### config.mk
export PLATFORM = sky130hd
export DESIGN_NAME = extended_event_descriptor_parser_core
export DESIGN_NICKNAME = d
export VERILOG_FILES = /design/src/hw/rtl/eedp_pkg.sv /design/src/hw/rtl/eedp_in_stage.sv /design/src/hw/rtl/eedp_parser.sv /design/src/hw/rtl/eedp_out_stage.sv /design/src/hw/rtl/extended_event_descriptor_parser_core.sv
export SDC_FILE = /design/constraint.sdc
export NUM_CORES = 1
export LEC_CHECK = 0
export ABC_AREA = 1
export BUFFER_PORTS_ARGS = -buffer_cell sky130_fd_sc_hd__buf_4
export CORE_MARGIN = 2
export CORE_UTILIZATION = 35
export DETAILED_ROUTE_END_ITERATION = 8
export HOLD_SLACK_MARGIN = 0.05
export MAX_ROUTING_LAYER = met4
export PLACE_DENSITY = 0.5
export SYNTH_ARGS = -nofsm -noshare
export SYNTH_HDL_FRONTEND = slang
export SYNTH_SLANG_ARGS = --single-unit
### constraint.sdc
create_clock -name clk -period 2.5 [get_ports clk]
set_input_delay 0.5 -clock clk [delete_from_list [all_inputs] [get_ports clk]]
set_output_delay 0.5 -clock clk [all_outputs]
set_load 0.02 [all_outputs]
### src/hw/rtl/eedp_pkg.sv
// eedp_pkg: shared types for the extended event descriptor parser
// holds the parse phase and field kind codes and the result struct
// no dependencies
`timescale 1ns / 1ps
`default_nettype none
package eedp_pkg;

	localparam int unsigned LangLen = 3;

	typedef enum logic [3:0] {
		PH_IDLE      = 4'd0,
		PH_LENGTH    = 4'd1,
		PH_NUMBERS   = 4'd2,
		PH_LANG      = 4'd3,
		PH_ITEMS_LEN = 4'd4,
		PH_DESC_LEN  = 4'd5,
		PH_DESC_CHAR = 4'd6,
		PH_ITEM_LEN  = 4'd7,
		PH_ITEM_CHAR = 4'd8,
		PH_TEXT_LEN  = 4'd9,
		PH_TEXT_CHAR = 4'd10
	} phase_t;

	typedef enum logic [3:0] {
		FK_IGNORED   = 4'd0,
		FK_TAG       = 4'd1,
		FK_LENGTH    = 4'd2,
		FK_NUMBERS   = 4'd3,
		FK_LANG      = 4'd4,
		FK_ITEMS_LEN = 4'd5,
		FK_DESC_LEN  = 4'd6,
		FK_DESC_CHAR = 4'd7,
		FK_ITEM_LEN  = 4'd8,
		FK_ITEM_CHAR = 4'd9,
		FK_TEXT_LEN  = 4'd10,
		FK_TEXT_CHAR = 4'd11
	} kind_t;

	typedef struct packed {
		logic [7:0] data;
		logic       start;
	} in_beat_t;

	typedef struct packed {
		kind_t      kind;
		logic [7:0] value;
		logic [7:0] offset;
		logic [7:0] index;
		logic [3:0] desc_num;
		logic [3:0] last_num;
		logic       mismatch;
		logic       done;
	} res_t;

endpackage
`default_nettype wire

### src/hw/rtl/eedp_in_stage.sv
// eedp_in_stage: input register for descriptor bytes
// depends on eedp_pkg
`timescale 1ns / 1ps
`default_nettype none
module eedp_in_stage (
	input  wire logic              clk,
	input  wire logic              arst_n,
	input  wire logic              in_valid,
	output logic                   in_stall,
	input  wire eedp_pkg::in_beat_t beat,
	input  wire logic              adv,
	output logic                   valid_s1,
	output eedp_pkg::in_beat_t     beat_s1
);
	import eedp_pkg::*;

	logic take;

	assign in_stall = valid_s1 && !adv;
	assign take     = in_valid && !in_stall;

	always_ff @(posedge clk or negedge arst_n) begin
		if (!arst_n) begin
			valid_s1 <= 1'b0;
		end else if (take) begin
			valid_s1 <= 1'b1;
		end else if (adv) begin
			valid_s1 <= 1'b0;
		end
	end

	always_ff @(posedge clk) begin
		if (take) begin
			beat_s1 <= beat;
		end
	end

endmodule
`default_nettype wire

### src/hw/rtl/eedp_parser.sv
// eedp_parser: parse state registers and byte classification logic
// state moves when the registered beat is passed to the result register
// depends on eedp_pkg
`timescale 1ns / 1ps
`default_nettype none
module eedp_parser (
	input  wire logic               clk,
	input  wire logic               arst_n,
	input  wire logic               fire,
	input  wire eedp_pkg::in_beat_t beat_s1,
	output eedp_pkg::res_t          res
);
	import eedp_pkg::*;

	phase_t     phase_q, phase_n;
	logic [7:0] frem_q, frem_n;
	logic [7:0] foff_q, foff_n;
	logic [7:0] irem_q, irem_n;
	logic [7:0] icnt_q, icnt_n;
	logic [7:0] nums_q, nums_n;
	logic       mm_q, mm_n;

	always_ff @(posedge clk or negedge arst_n) begin
		if (!arst_n) begin
			phase_q <= PH_IDLE;
			frem_q  <= '0;
			foff_q  <= '0;
			irem_q  <= '0;
			icnt_q  <= '0;
			nums_q  <= '0;
			mm_q    <= 1'b0;
		end else if (fire) begin
			phase_q <= phase_n;
			frem_q  <= frem_n;
			foff_q  <= foff_n;
			irem_q  <= irem_n;
			icnt_q  <= icnt_n;
			nums_q  <= nums_n;
			mm_q    <= mm_n;
		end
	end

	always_comb begin
		logic [7:0] b;
		logic [7:0] irem_dec;
		logic [7:0] frem_dec;
		logic       rg_use;
		logic       rg_complete;
		phase_t     rg_next;
		kind_t      kind;
		logic [7:0] off;
		logic [7:0] idx;
		logic       done;
		logic       active;

		b        = beat_s1.data;
		irem_dec = (irem_q != 8'd0) ? irem_q - 8'd1 : irem_q;
		frem_dec = (frem_q != 8'd0) ? frem_q - 8'd1 : frem_q;

		phase_n     = phase_q;
		frem_n      = frem_q;
		foff_n      = foff_q;
		irem_n      = irem_q;
		icnt_n      = icnt_q;
		nums_n      = nums_q;
		mm_n        = mm_q;
		rg_use      = 1'b0;
		rg_complete = 1'b0;
		rg_next     = PH_IDLE;
		kind        = FK_IGNORED;
		off         = '0;
		idx         = icnt_q;
		done        = 1'b0;
		active      = 1'b1;

		if (beat_s1.start) begin
			phase_n = PH_LENGTH;
			frem_n  = '0;
			foff_n  = '0;
			irem_n  = '0;
			icnt_n  = '0;
			nums_n  = '0;
			mm_n    = 1'b0;
			idx     = '0;
			kind    = FK_TAG;
		end else begin
			case (phase_q)
				PH_LENGTH: begin
					kind    = FK_LENGTH;
					phase_n = PH_NUMBERS;
				end
				PH_NUMBERS: begin
					kind    = FK_NUMBERS;
					nums_n  = b;
					foff_n  = '0;
					phase_n = PH_LANG;
				end
				PH_LANG: begin
					kind   = FK_LANG;
					off    = foff_q;
					foff_n = foff_q + 8'd1;
					if (foff_n >= 8'(LangLen)) begin
						phase_n = PH_ITEMS_LEN;
					end
				end
				PH_ITEMS_LEN: begin
					kind    = FK_ITEMS_LEN;
					irem_n  = b;
					phase_n = (b != 8'd0) ? PH_DESC_LEN : PH_TEXT_LEN;
				end
				PH_DESC_LEN: begin
					kind    = FK_DESC_LEN;
					irem_n  = irem_dec;
					frem_n  = b;
					foff_n  = '0;
					rg_use  = 1'b1;
					rg_next = (b != 8'd0) ? PH_DESC_CHAR : PH_ITEM_LEN;
				end
				PH_DESC_CHAR: begin
					kind    = FK_DESC_CHAR;
					off     = foff_q;
					irem_n  = irem_dec;
					frem_n  = frem_dec;
					foff_n  = foff_q + 8'd1;
					rg_use  = 1'b1;
					rg_next = (frem_dec != 8'd0) ? PH_DESC_CHAR : PH_ITEM_LEN;
				end
				PH_ITEM_LEN: begin
					kind        = FK_ITEM_LEN;
					irem_n      = irem_dec;
					frem_n      = b;
					foff_n      = '0;
					rg_use      = 1'b1;
					rg_complete = (b == 8'd0);
					rg_next     = PH_ITEM_CHAR;
				end
				PH_ITEM_CHAR: begin
					kind        = FK_ITEM_CHAR;
					off         = foff_q;
					irem_n      = irem_dec;
					frem_n      = frem_dec;
					foff_n      = foff_q + 8'd1;
					rg_use      = 1'b1;
					rg_complete = (frem_dec == 8'd0);
					rg_next     = PH_ITEM_CHAR;
				end
				PH_TEXT_LEN: begin
					kind   = FK_TEXT_LEN;
					frem_n = b;
					foff_n = '0;
					if (b == 8'd0) begin
						done    = 1'b1;
						phase_n = PH_IDLE;
					end else begin
						phase_n = PH_TEXT_CHAR;
					end
				end
				PH_TEXT_CHAR: begin
					kind   = FK_TEXT_CHAR;
					off    = foff_q;
					frem_n = frem_dec;
					foff_n = foff_q + 8'd1;
					if (frem_dec == 8'd0) begin
						done    = 1'b1;
						phase_n = PH_IDLE;
					end
				end
				default: begin
					active  = 1'b0;
					phase_n = PH_IDLE;
				end
			endcase

			// end of item or end of item region
			if (rg_use) begin
				if (rg_complete) begin
					icnt_n  = icnt_q + 8'd1;
					phase_n = (irem_dec != 8'd0) ? PH_DESC_LEN : PH_TEXT_LEN;
				end else if (irem_dec == 8'd0) begin
					icnt_n  = icnt_q + 8'd1;
					mm_n    = 1'b1;
					phase_n = PH_TEXT_LEN;
				end else begin
					phase_n = rg_next;
				end
			end
		end

		res.kind  = kind;
		res.value = b;
		if (active) begin
			res.offset   = off;
			res.index    = idx;
			res.desc_num = nums_n[7:4];
			res.last_num = nums_n[3:0];
			res.mismatch = mm_n;
			res.done     = done;
		end else begin
			res.offset   = '0;
			res.index    = '0;
			res.desc_num = '0;
			res.last_num = '0;
			res.mismatch = 1'b0;
			res.done     = 1'b0;
		end
	end

endmodule
`default_nettype wire

### src/hw/rtl/eedp_out_stage.sv
// eedp_out_stage: result register toward the output channel
// depends on eedp_pkg
`timescale 1ns / 1ps
`default_nettype none
module eedp_out_stage (
	input  wire logic           clk,
	input  wire logic           arst_n,
	input  wire logic           valid_s1,
	input  wire eedp_pkg::res_t res,
	output logic                adv,
	output logic                out_valid,
	input  wire logic           out_stall,
	output eedp_pkg::res_t      res_s2
);
	import eedp_pkg::*;

	assign adv = !out_valid || !out_stall;

	always_ff @(posedge clk or negedge arst_n) begin
		if (!arst_n) begin
			out_valid <= 1'b0;
		end else if (adv) begin
			out_valid <= valid_s1;
		end
	end

	always_ff @(posedge clk) begin
		if (adv && valid_s1) begin
			res_s2 <= res;
		end
	end

endmodule
`default_nettype wire

### src/hw/rtl/extended_event_descriptor_parser_core.sv
// extended_event_descriptor_parser_core: classifies extended event descriptor bytes
// instantiates eedp_in_stage, eedp_parser and eedp_out_stage; depends on eedp_pkg
//
//   channel | valid     | stall     | payload
//   in      | in_valid  | in_stall  | data_byte, start_req
//   out     | out_valid | out_stall | field_kind .. done_res
//
// one beat in, one beat out; a beat is accepted every cycle when out is not stalled
// each beat goes through the input register, then classification into the result register
// the parse state advances when a beat moves from the input register to the result register
// arst_n clears the valid flags and the parse state to idle
// out_stall holds a valid result and a full input register; in_stall rises only when it is full and held
`timescale 1ns / 1ps
`default_nettype none
module extended_event_descriptor_parser_core (
	input  wire logic       clk,
	input  wire logic       arst_n,
	input  wire logic       in_valid,
	output logic            in_stall,
	input  wire logic [7:0] data_byte,
	input  wire logic       start_req,
	output logic            out_valid,
	input  wire logic       out_stall,
	output logic [3:0]      field_kind,
	output logic [7:0]      byte_value,
	output logic [7:0]      char_offset,
	output logic [7:0]      item_index,
	output logic [3:0]      desc_number,
	output logic [3:0]      last_desc_number,
	output logic            length_mismatch,
	output logic            done_res
);
	import eedp_pkg::*;

	in_beat_t beat, beat_s1;
	logic     valid_s1;
	logic     adv;
	res_t     res, res_s2;

	assign beat.data  = data_byte;
	assign beat.start = start_req;

	eedp_in_stage u_in (
		.clk      (clk),
		.arst_n   (arst_n),
		.in_valid (in_valid),
		.in_stall (in_stall),
		.beat     (beat),
		.adv      (adv),
		.valid_s1 (valid_s1),
		.beat_s1  (beat_s1)
	);

	eedp_parser u_parse (
		.clk     (clk),
		.arst_n  (arst_n),
		.fire    (valid_s1 && adv),
		.beat_s1 (beat_s1),
		.res     (res)
	);

	eedp_out_stage u_out (
		.clk       (clk),
		.arst_n    (arst_n),
		.valid_s1  (valid_s1),
		.res       (res),
		.adv       (adv),
		.out_valid (out_valid),
		.out_stall (out_stall),
		.res_s2    (res_s2)
	);

	assign field_kind       = res_s2.kind;
	assign byte_value       = res_s2.value;
	assign char_offset      = res_s2.offset;
	assign item_index       = res_s2.index;
	assign desc_number      = res_s2.desc_num;
	assign last_desc_number = res_s2.last_num;
	assign length_mismatch  = res_s2.mismatch;
	assign done_res         = res_s2.done;

	a_done_kind: assert property (@(posedge clk) disable iff (!arst_n)
		out_valid && done_res |-> field_kind == FK_TEXT_LEN || field_kind == FK_TEXT_CHAR)
		else $error("done on a non-text beat");

	a_idle_clear: assert property (@(posedge clk) disable iff (!arst_n)
		out_valid && field_kind == FK_IGNORED |->
		char_offset == 8'd0 && item_index == 8'd0 && !length_mismatch && !done_res)
		else $error("ignored beat carries parse fields");

	a_tag_clear: assert property (@(posedge clk) disable iff (!arst_n)
		out_valid && field_kind == FK_TAG |->
		item_index == 8'd0 && !length_mismatch && desc_number == 4'd0 && !done_res)
		else $error("tag beat does not restart the parse");

	a_offset_kind: assert property (@(posedge clk) disable iff (!arst_n)
		out_valid && char_offset != 8'd0 |->
		field_kind == FK_LANG || field_kind == FK_DESC_CHAR ||
		field_kind == FK_ITEM_CHAR || field_kind == FK_TEXT_CHAR)
		else $error("offset on a non-string beat");

endmodule
`default_nettype wire
==> metrics.csv, run 1 <==
metric,value,unit
status,"complete, no violations",
layout cells sized above 1,21.20,%
post-layout util,42.16,%
final wirelength,11.32,mm
r2r setup slk,360,ps
vias in the first global route,3775,
CORE AREA,13830,um^2
top-area cell type share of the netlist area,28.59,%
# setup viols final,0,
clk root buf,clkbuf_16,
hpwl dp,8.348,mm
max_slew headroom,55.58,%
CTS tree,yes,
critical path required time,2760,ps
Post-Syn Area,4937,um^2
Total Nets Final,632,
"top cells by count, synth","nand2_1, nor2_1, inv_1, dfrtp_1, edfxtp_1",
Post-CTS Repair Setup Buffers,0,
switching pwr,0.002594,W
syn avg cell area,8.977,um^2
dpl ws,381.0,ps
Tmin final,2142,ps
Post-synth EDFFs,47,
Worst Tran Pin Value,666.3,ps
Ports,53,
fmax,466.8,MHz
die width,122.8,um
post-synthesis sequential area ratio,52.41,%
gr usage total,16.87,%
hold_ws,195.3,ps
Vias/cell,4.798,
ant diodes,0,
warning count from the yosys run,0,
Async SR Flop Fraction,50.00,%
Starting Density,35.71,%
fin. max-slew vios,0,
via count,3829,
clock sink count,94,
number of buffers added on ports,52,
die area,15070,um^2
Worst setup EP type,register,
Sw Ratio,42.56,%
RR Endpoint,u_parse.phase_q[2]$_DFFE_PN0P_,
DRC viols,0,
Die H,122.8,um
Yosys cell types,37,
worst min path class,in -> async,
power density cells,1045,nW/um^2
total CTS buffers,9,
largest net degree at the start of global routing,48,
Finished Cell Area,5829,um^2
reg-to-reg startpoint,u_parse.frem_q[0]$_DFFE_PN0P_,
setup TNS,0,ps
post-CTS sizing,0,
crit-path max FO,9,
post-placement cell area,5577,um^2
H-tree depth,3,
first-pass GRT wire length,19.00,mm
post-route setup slack,357.8,ps
reg2reg path depth,14,
Final Cycle Share,85.69,%
final hold vios,0,
combinational power share,44.5,%
initial antenna violation count,0,
Worst-path clk slew,60,ps
Synth area leaders,"edfxtp_1, dfrtp_1, nand2_1, nor2_1, inv_1",
max_cap viols,0,
drt pass-1 iters,4,
Reg power frac,35.7,%
Syn Nets,569,
Rows,43,
# hold bufs at CTS,0,
clock buffer depth,2,
RSZ-0062 raised after global routing,no,
clock power share,19.8,%
static leakage,2.536,nW
drt wl/cell,14.18,um
post-synthesis cell count,550,
Main synth FF type,edfxtp_1,
flip-flop and latch count after synthesis,94,
Internal Pwr Total,0.003500,W
startpoint class of the critical path,register,
Peak VDD IR,0.4661,mV
Synth area leader,edfxtp_1,
worst skew pair latency,340,ps
top-count cell post-synth,nand2_1,
Final ANT Viol Nets,0,
Placer Congestion,0.9135,
total congestion overflow,0,
CP Class,reg -> reg,
"Data arrival, critical path",2400,ps
initial DRC count,207,
area delta synth->final,18.07,%
Final Skew,5.989,ps
worst max-delay path, stage by stage, from the launching register on:
cell	delay [ps]
dfrtp_1	380
inv_1	180
ha_1	320
nand2_4	90
clkinv_4	70
nand2_4	80
o21ai_2	90
nand2_2	80
nor2_4	180
nand2_1	70
nand2_1	50
nand2_1	120
nand2_2	150
nand4_1	110
o21ai_0	80
worst max-delay path by stage:
stage	from	slack (ps)	depth (start not counted)	end
3_5_place_dp	u_parse.frem_q[0]$_DFFE_PN0P_	380	13	u_out.res_s2[1]$_SDFFCE_PP0P_
3_3_place_gp	u_parse.frem_q[0]$_DFFE_PN0P_	390	13	u_out.res_s2[1]$_SDFFCE_PP0P_
6_report	u_parse.frem_q[0]$_DFFE_PN0P_	360	14	u_parse.phase_q[2]$_DFFE_PN0P_
4_1_cts	u_parse.frem_q[0]$_DFFE_PN0P_	360	13	u_out.res_s2[1]$_SDFFCE_PP0P_
2_1_floorplan	out_stall	160	8	u_parse.frem_q[6]$_DFFE_PN0P_
5_1_grt	u_parse.frem_q[0]$_DFFE_PN0P_	190	13	u_out.res_s2[1]$_SDFFCE_PP0P_
sequential cells by signal (all words and copies together) (netlist names):
name and cells:
u_parse.phase_q 4, u_in.valid_s1 1, u_parse.mm_q 1, u_out.out_valid 1
u_parse.foff_q 8, u_parse.frem_q 8, u_parse.irem_q 8, u_in.beat_s1 9
u_out.res_s2 38, u_parse.icnt_q 8, u_parse.nums_q 8
metal layers:
layer,vias up,track usage [%],part of all wire [%]
met4,0,6.106,1.9
met1,1772,21.73,48
met2,78,25.79,46
li1,1965,-,-
met5,-,-,0
met3,14,4.182,4.1
power groups by stage:
stage / Combinational (W) / Sequential (W) / Clock [W]
floorplan: 0.00201 / 0.00224 / 0
global placement: 0.00273 / 0.00220 / 0
detailed placement: 0.00272 / 0.00220 / 0
CTS: 0.00273 / 0.00218 / 0.00126
global route: 0.00306 / 0.00222 / 0.00131
finish: 0.00271 / 0.00218 / 0.00121
metrics by stage:
step,std cells,power [W]
2_1_floorplan,550,0.004249
3_3_place_gp,782,0.004931
3_5_place_dp,782,0.004920
4_1_cts,798,0.006166
5_1_grt,798,0.006597
6_report,798,0.006094
cell usage in the layout (no fill, tap or decap), drive strengths merged, types with 2 or more instances in the layout:
| cell | n |
|---|---|
| xor2 | 8 |
| clkbuf | 14 |
| o21ai | 53 |
| nand3 | 32 |
| edfxtp | 47 |
| buf | 62 |
| inv | 67 |
| o22ai | 13 |
| nor2 | 76 |
| nand3b | 3 |
| nand4 | 11 |
| a31oi | 2 |
| clkinv | 6 |
| nand2 | 133 |
| nor3 | 4 |
| o211ai | 14 |
| a21oi | 15 |
| dfrtp | 47 |
| or2 | 3 |
| ha | 6 |
cells by family after synthesis:
kind of cell,after synthesis,share of synthesized area (%)
buffers and inverters,81,6.538
AOI/OAI and AO/OA,99,12.32
xor gates and xnor gates,8,1.419
DFF,94,52.41
and+or+nand+nor,262,25.80
adders and majority gates,6,1.520
layout make-up:
class	count	area, um^2
Clock buffer	14	244.0
Clock inverter	2	8.758
Fill cell	1388	7998
Inverter	71	271.5
Multi-Input combinational cell	375	2027
Sequential cell	94	2587
Tap cell	180	225.2
Timing Repair Buffer	62	465.4
Note: power is estimated with default switching activity, not from simulation.
==> inputs of run 2 (changes only) <==
- CORE_UTILIZATION: 35 -> 30
- PLACE_DENSITY: 0.5 -> 0.44
==> metrics.csv, run 2 (synthesis gave the netlist of run 1 again) <==
metric,value,unit,change
status,"complete, no violations",,
Worst setup EP type,register,,
final hold vios,0,,unchanged
Reg power frac,33.9,%,-1.8 points
total congestion overflow,0,,unchanged
CP max stage cell,dfrtp_1,,
CP peak stage delay,380,ps,about the same
total power,0.006421,W,+5.4%
via count,3905,,+2.0%
max_slew headroom,53.74,%,-1.8 points
"commonest non-fill, non-tap cell in the layout",nand2_1,,
post-CTS sizing,0,,unchanged
Final ANT Viol Nets,0,,unchanged
Total Nets Final,635,,+0.47%
crit-path max FO,7,,-2
initial DRC count,226,,+9.2%
static leakage,2.582,nW,+1.8%
final wirelength,12.35,mm,+9.1%
Placer Congestion,0.9002,,-1.5%
reg-to-reg startpoint,u_parse.frem_q[0]$_DFFE_PN0P_,,
DRC viols,0,,unchanged
startpoint class of the critical path,register,,
switching pwr,0.002674,W,+3.1%
die width,132.3,um,+7.8%
Die H,132.3,um,+7.8%
Vias/cell,4.665,,-2.8%
Peak VDD IR,0.4833,mV,+3.7%
Internal Pwr Total,0.003747,W,+7.0%
clk root buf,clkbuf_16,,
H-tree depth,3,,unchanged
critical path required time,2590,ps,-170 ps
fmax,469.4,MHz,+0.55%
reg2reg path depth,11,,-3
most frequent cells in the layout,"nand2_1, buf_4, nor2_1",,
ant diodes,0,,unchanged
worst min path class,in -> async,,
r2r setup slk,370,ps,about the same
largest net degree at the start of global routing,48,,unchanged
CP Cell Sequence,"inv_1, ha_1, nand4_1, nand3_1, nand3_4, nor2_8, nand3_4, nand2_1, nor2_1, nor2_1, nor2_1",,
Worst-path clk slew,70,ps,about the same
Final Skew,13.23,ps,+7.245 ps
"Data arrival, critical path",2220,ps,-180 ps
area delta synth->final,20.78,%,
RSZ-0062 raised after global routing,no,,
CORE AREA,16000,um^2,+16%
total CTS buffers,9,,unchanged
setup TNS,0,ps,unchanged
clock power share,23.2,%,+3.4 points
gr usage total,15.33,%,-1.5 points
layout cells sized above 1,22.06,%,+0.86 points
max FFs per register,38,,unchanged
post-placement cell area,5644,um^2,+1.2%
CTS tree,yes,,
first-pass GRT wire length,20.43,mm,+7.5%
Finished Cell Area,5963,um^2,+2.3%
initial antenna violation count,0,,unchanged
Worst Tran Pin Value,693.9,ps,+27.54 ps
drt wl/cell,14.75,um,+4.0%
CP Class,reg -> reg,,
Starting Density,30.86,%,-4.9 points
Tmin final,2130,ps,-11.79 ps
hpwl dp,9.075,mm,+8.7%
max_cap viols,0,,unchanged
# setup viols final,0,,unchanged
combinational power share,42.8,%,-1.7 points
worst skew pair latency,350,ps,about the same
largest reg by FF count,u_out.res_s2,,
Final Cycle Share,85.22,%,-0.47 points
Ports,53,,unchanged
die area,17500,um^2,+16%
Post-CTS Repair Setup Buffers,0,,unchanged
fin. max-slew vios,0,,unchanged
RR Endpoint,u_out.res_s2[1]$_SDFFCE_PP0P_,,
biggest regs,"u_out.res_s2: 38 flops, u_in.beat_s1: 9 flops",,
Rows,46,,+7.0%
most frequent CP cell,nor2_1,,
power density cells,1077,nW/um^2,+3.0%
# hold bufs at CTS,0,,unchanged
clock sink count,94,,unchanged
clock buffer depth,2,,unchanged
drt pass-1 iters,4,,unchanged
Sw Ratio,41.65,%,-0.92 points
number of buffers added on ports,52,,unchanged
vias in the first global route,3964,,+5.0%
run 2: cell types whose count changed in the layout (fill, tap and decap cells not counted):
cell and change:
buf_4 +3, clkinv_1 -1, clkbuf_8 +1, bufinv_16 +2, clkinv_2 -1, clkbuf_1 -2
clkinv_4 +1
run 2: power by group through the flow:
| stage | Clock [W] | Combinational (W) | Sequential, W |
|---|---|---|---|
| after floorplan | 0 | 0.00201 | 0.00224 |
| after global placement | 0 | 0.00278 | 0.00220 |
| after detailed placement | 0 | 0.00276 | 0.00221 |
| after CTS | 0.00155 | 0.00277 | 0.00218 |
| after global routing | 0.00160 | 0.00310 | 0.00222 |
| final | 0.00149 | 0.00275 | 0.00218 |
run 2: worst max-delay path by stage:
stage	start	endpoint	slack, ps	cells after the start
detailed placement	u_parse.frem_q[0]$_DFFE_PN0P_	u_out.res_s2[1]$_SDFFCE_PP0P_	380	11
CTS	u_parse.frem_q[0]$_DFFE_PN0P_	u_out.res_s2[1]$_SDFFCE_PP0P_	370	11
finish	u_parse.frem_q[0]$_DFFE_PN0P_	u_out.res_s2[1]$_SDFFCE_PP0P_	370	11
global placement	u_parse.frem_q[0]$_DFFE_PN0P_	u_out.res_s2[1]$_SDFFCE_PP0P_	410	11
global route	u_parse.frem_q[0]$_DFFE_PN0P_	u_out.res_s2[1]$_SDFFCE_PP0P_	180	13
floorplan	out_stall	u_parse.frem_q[6]$_DFFE_PN0P_	160	8
run 2: layout make-up:
type | instances | area, um^2
Fill cell | 1653 | 10040
Clock inverter | 3 | 68.82
Inverter | 71 | 271.5
Timing Repair Buffer | 65 | 488.0
Clock buffer | 13 | 250.2
Sequential cell | 94 | 2587
Multi-Input combinational cell | 375 | 2027
Tap cell | 216 | 270.3
run 2: worst max-delay path: cells and delay by family (launching register included):
kind	cells	cell delay (ps)
DFF	1	380
and+or+nand+nor	9	990
adders and majority gates	1	320
buffers and inverters	1	180
run 2: metal layers:
metal	share of wire [%]	global-route usage [%]
met5	0	-
met4	1.6	5.078
met3	3.8	3.460
met2	46	23.70
met1	49	19.99
run 2: stage by stage:
stage | instances | setup WS, ps | hold WS (ps) | utilization, %
finish | 837 | 369.6 | 200.8 | 37.27
detailed placement | 821 | 381.6 | 476.6 | 35.28
CTS | 837 | 373.8 | 215.5 | 37.27
global placement | 821 | 413.1 | 468.4 | 35.28
floorplan | 550 | 155.0 | 204.4 | -
global route | 837 | 184.8 | 247.3 | 37.27
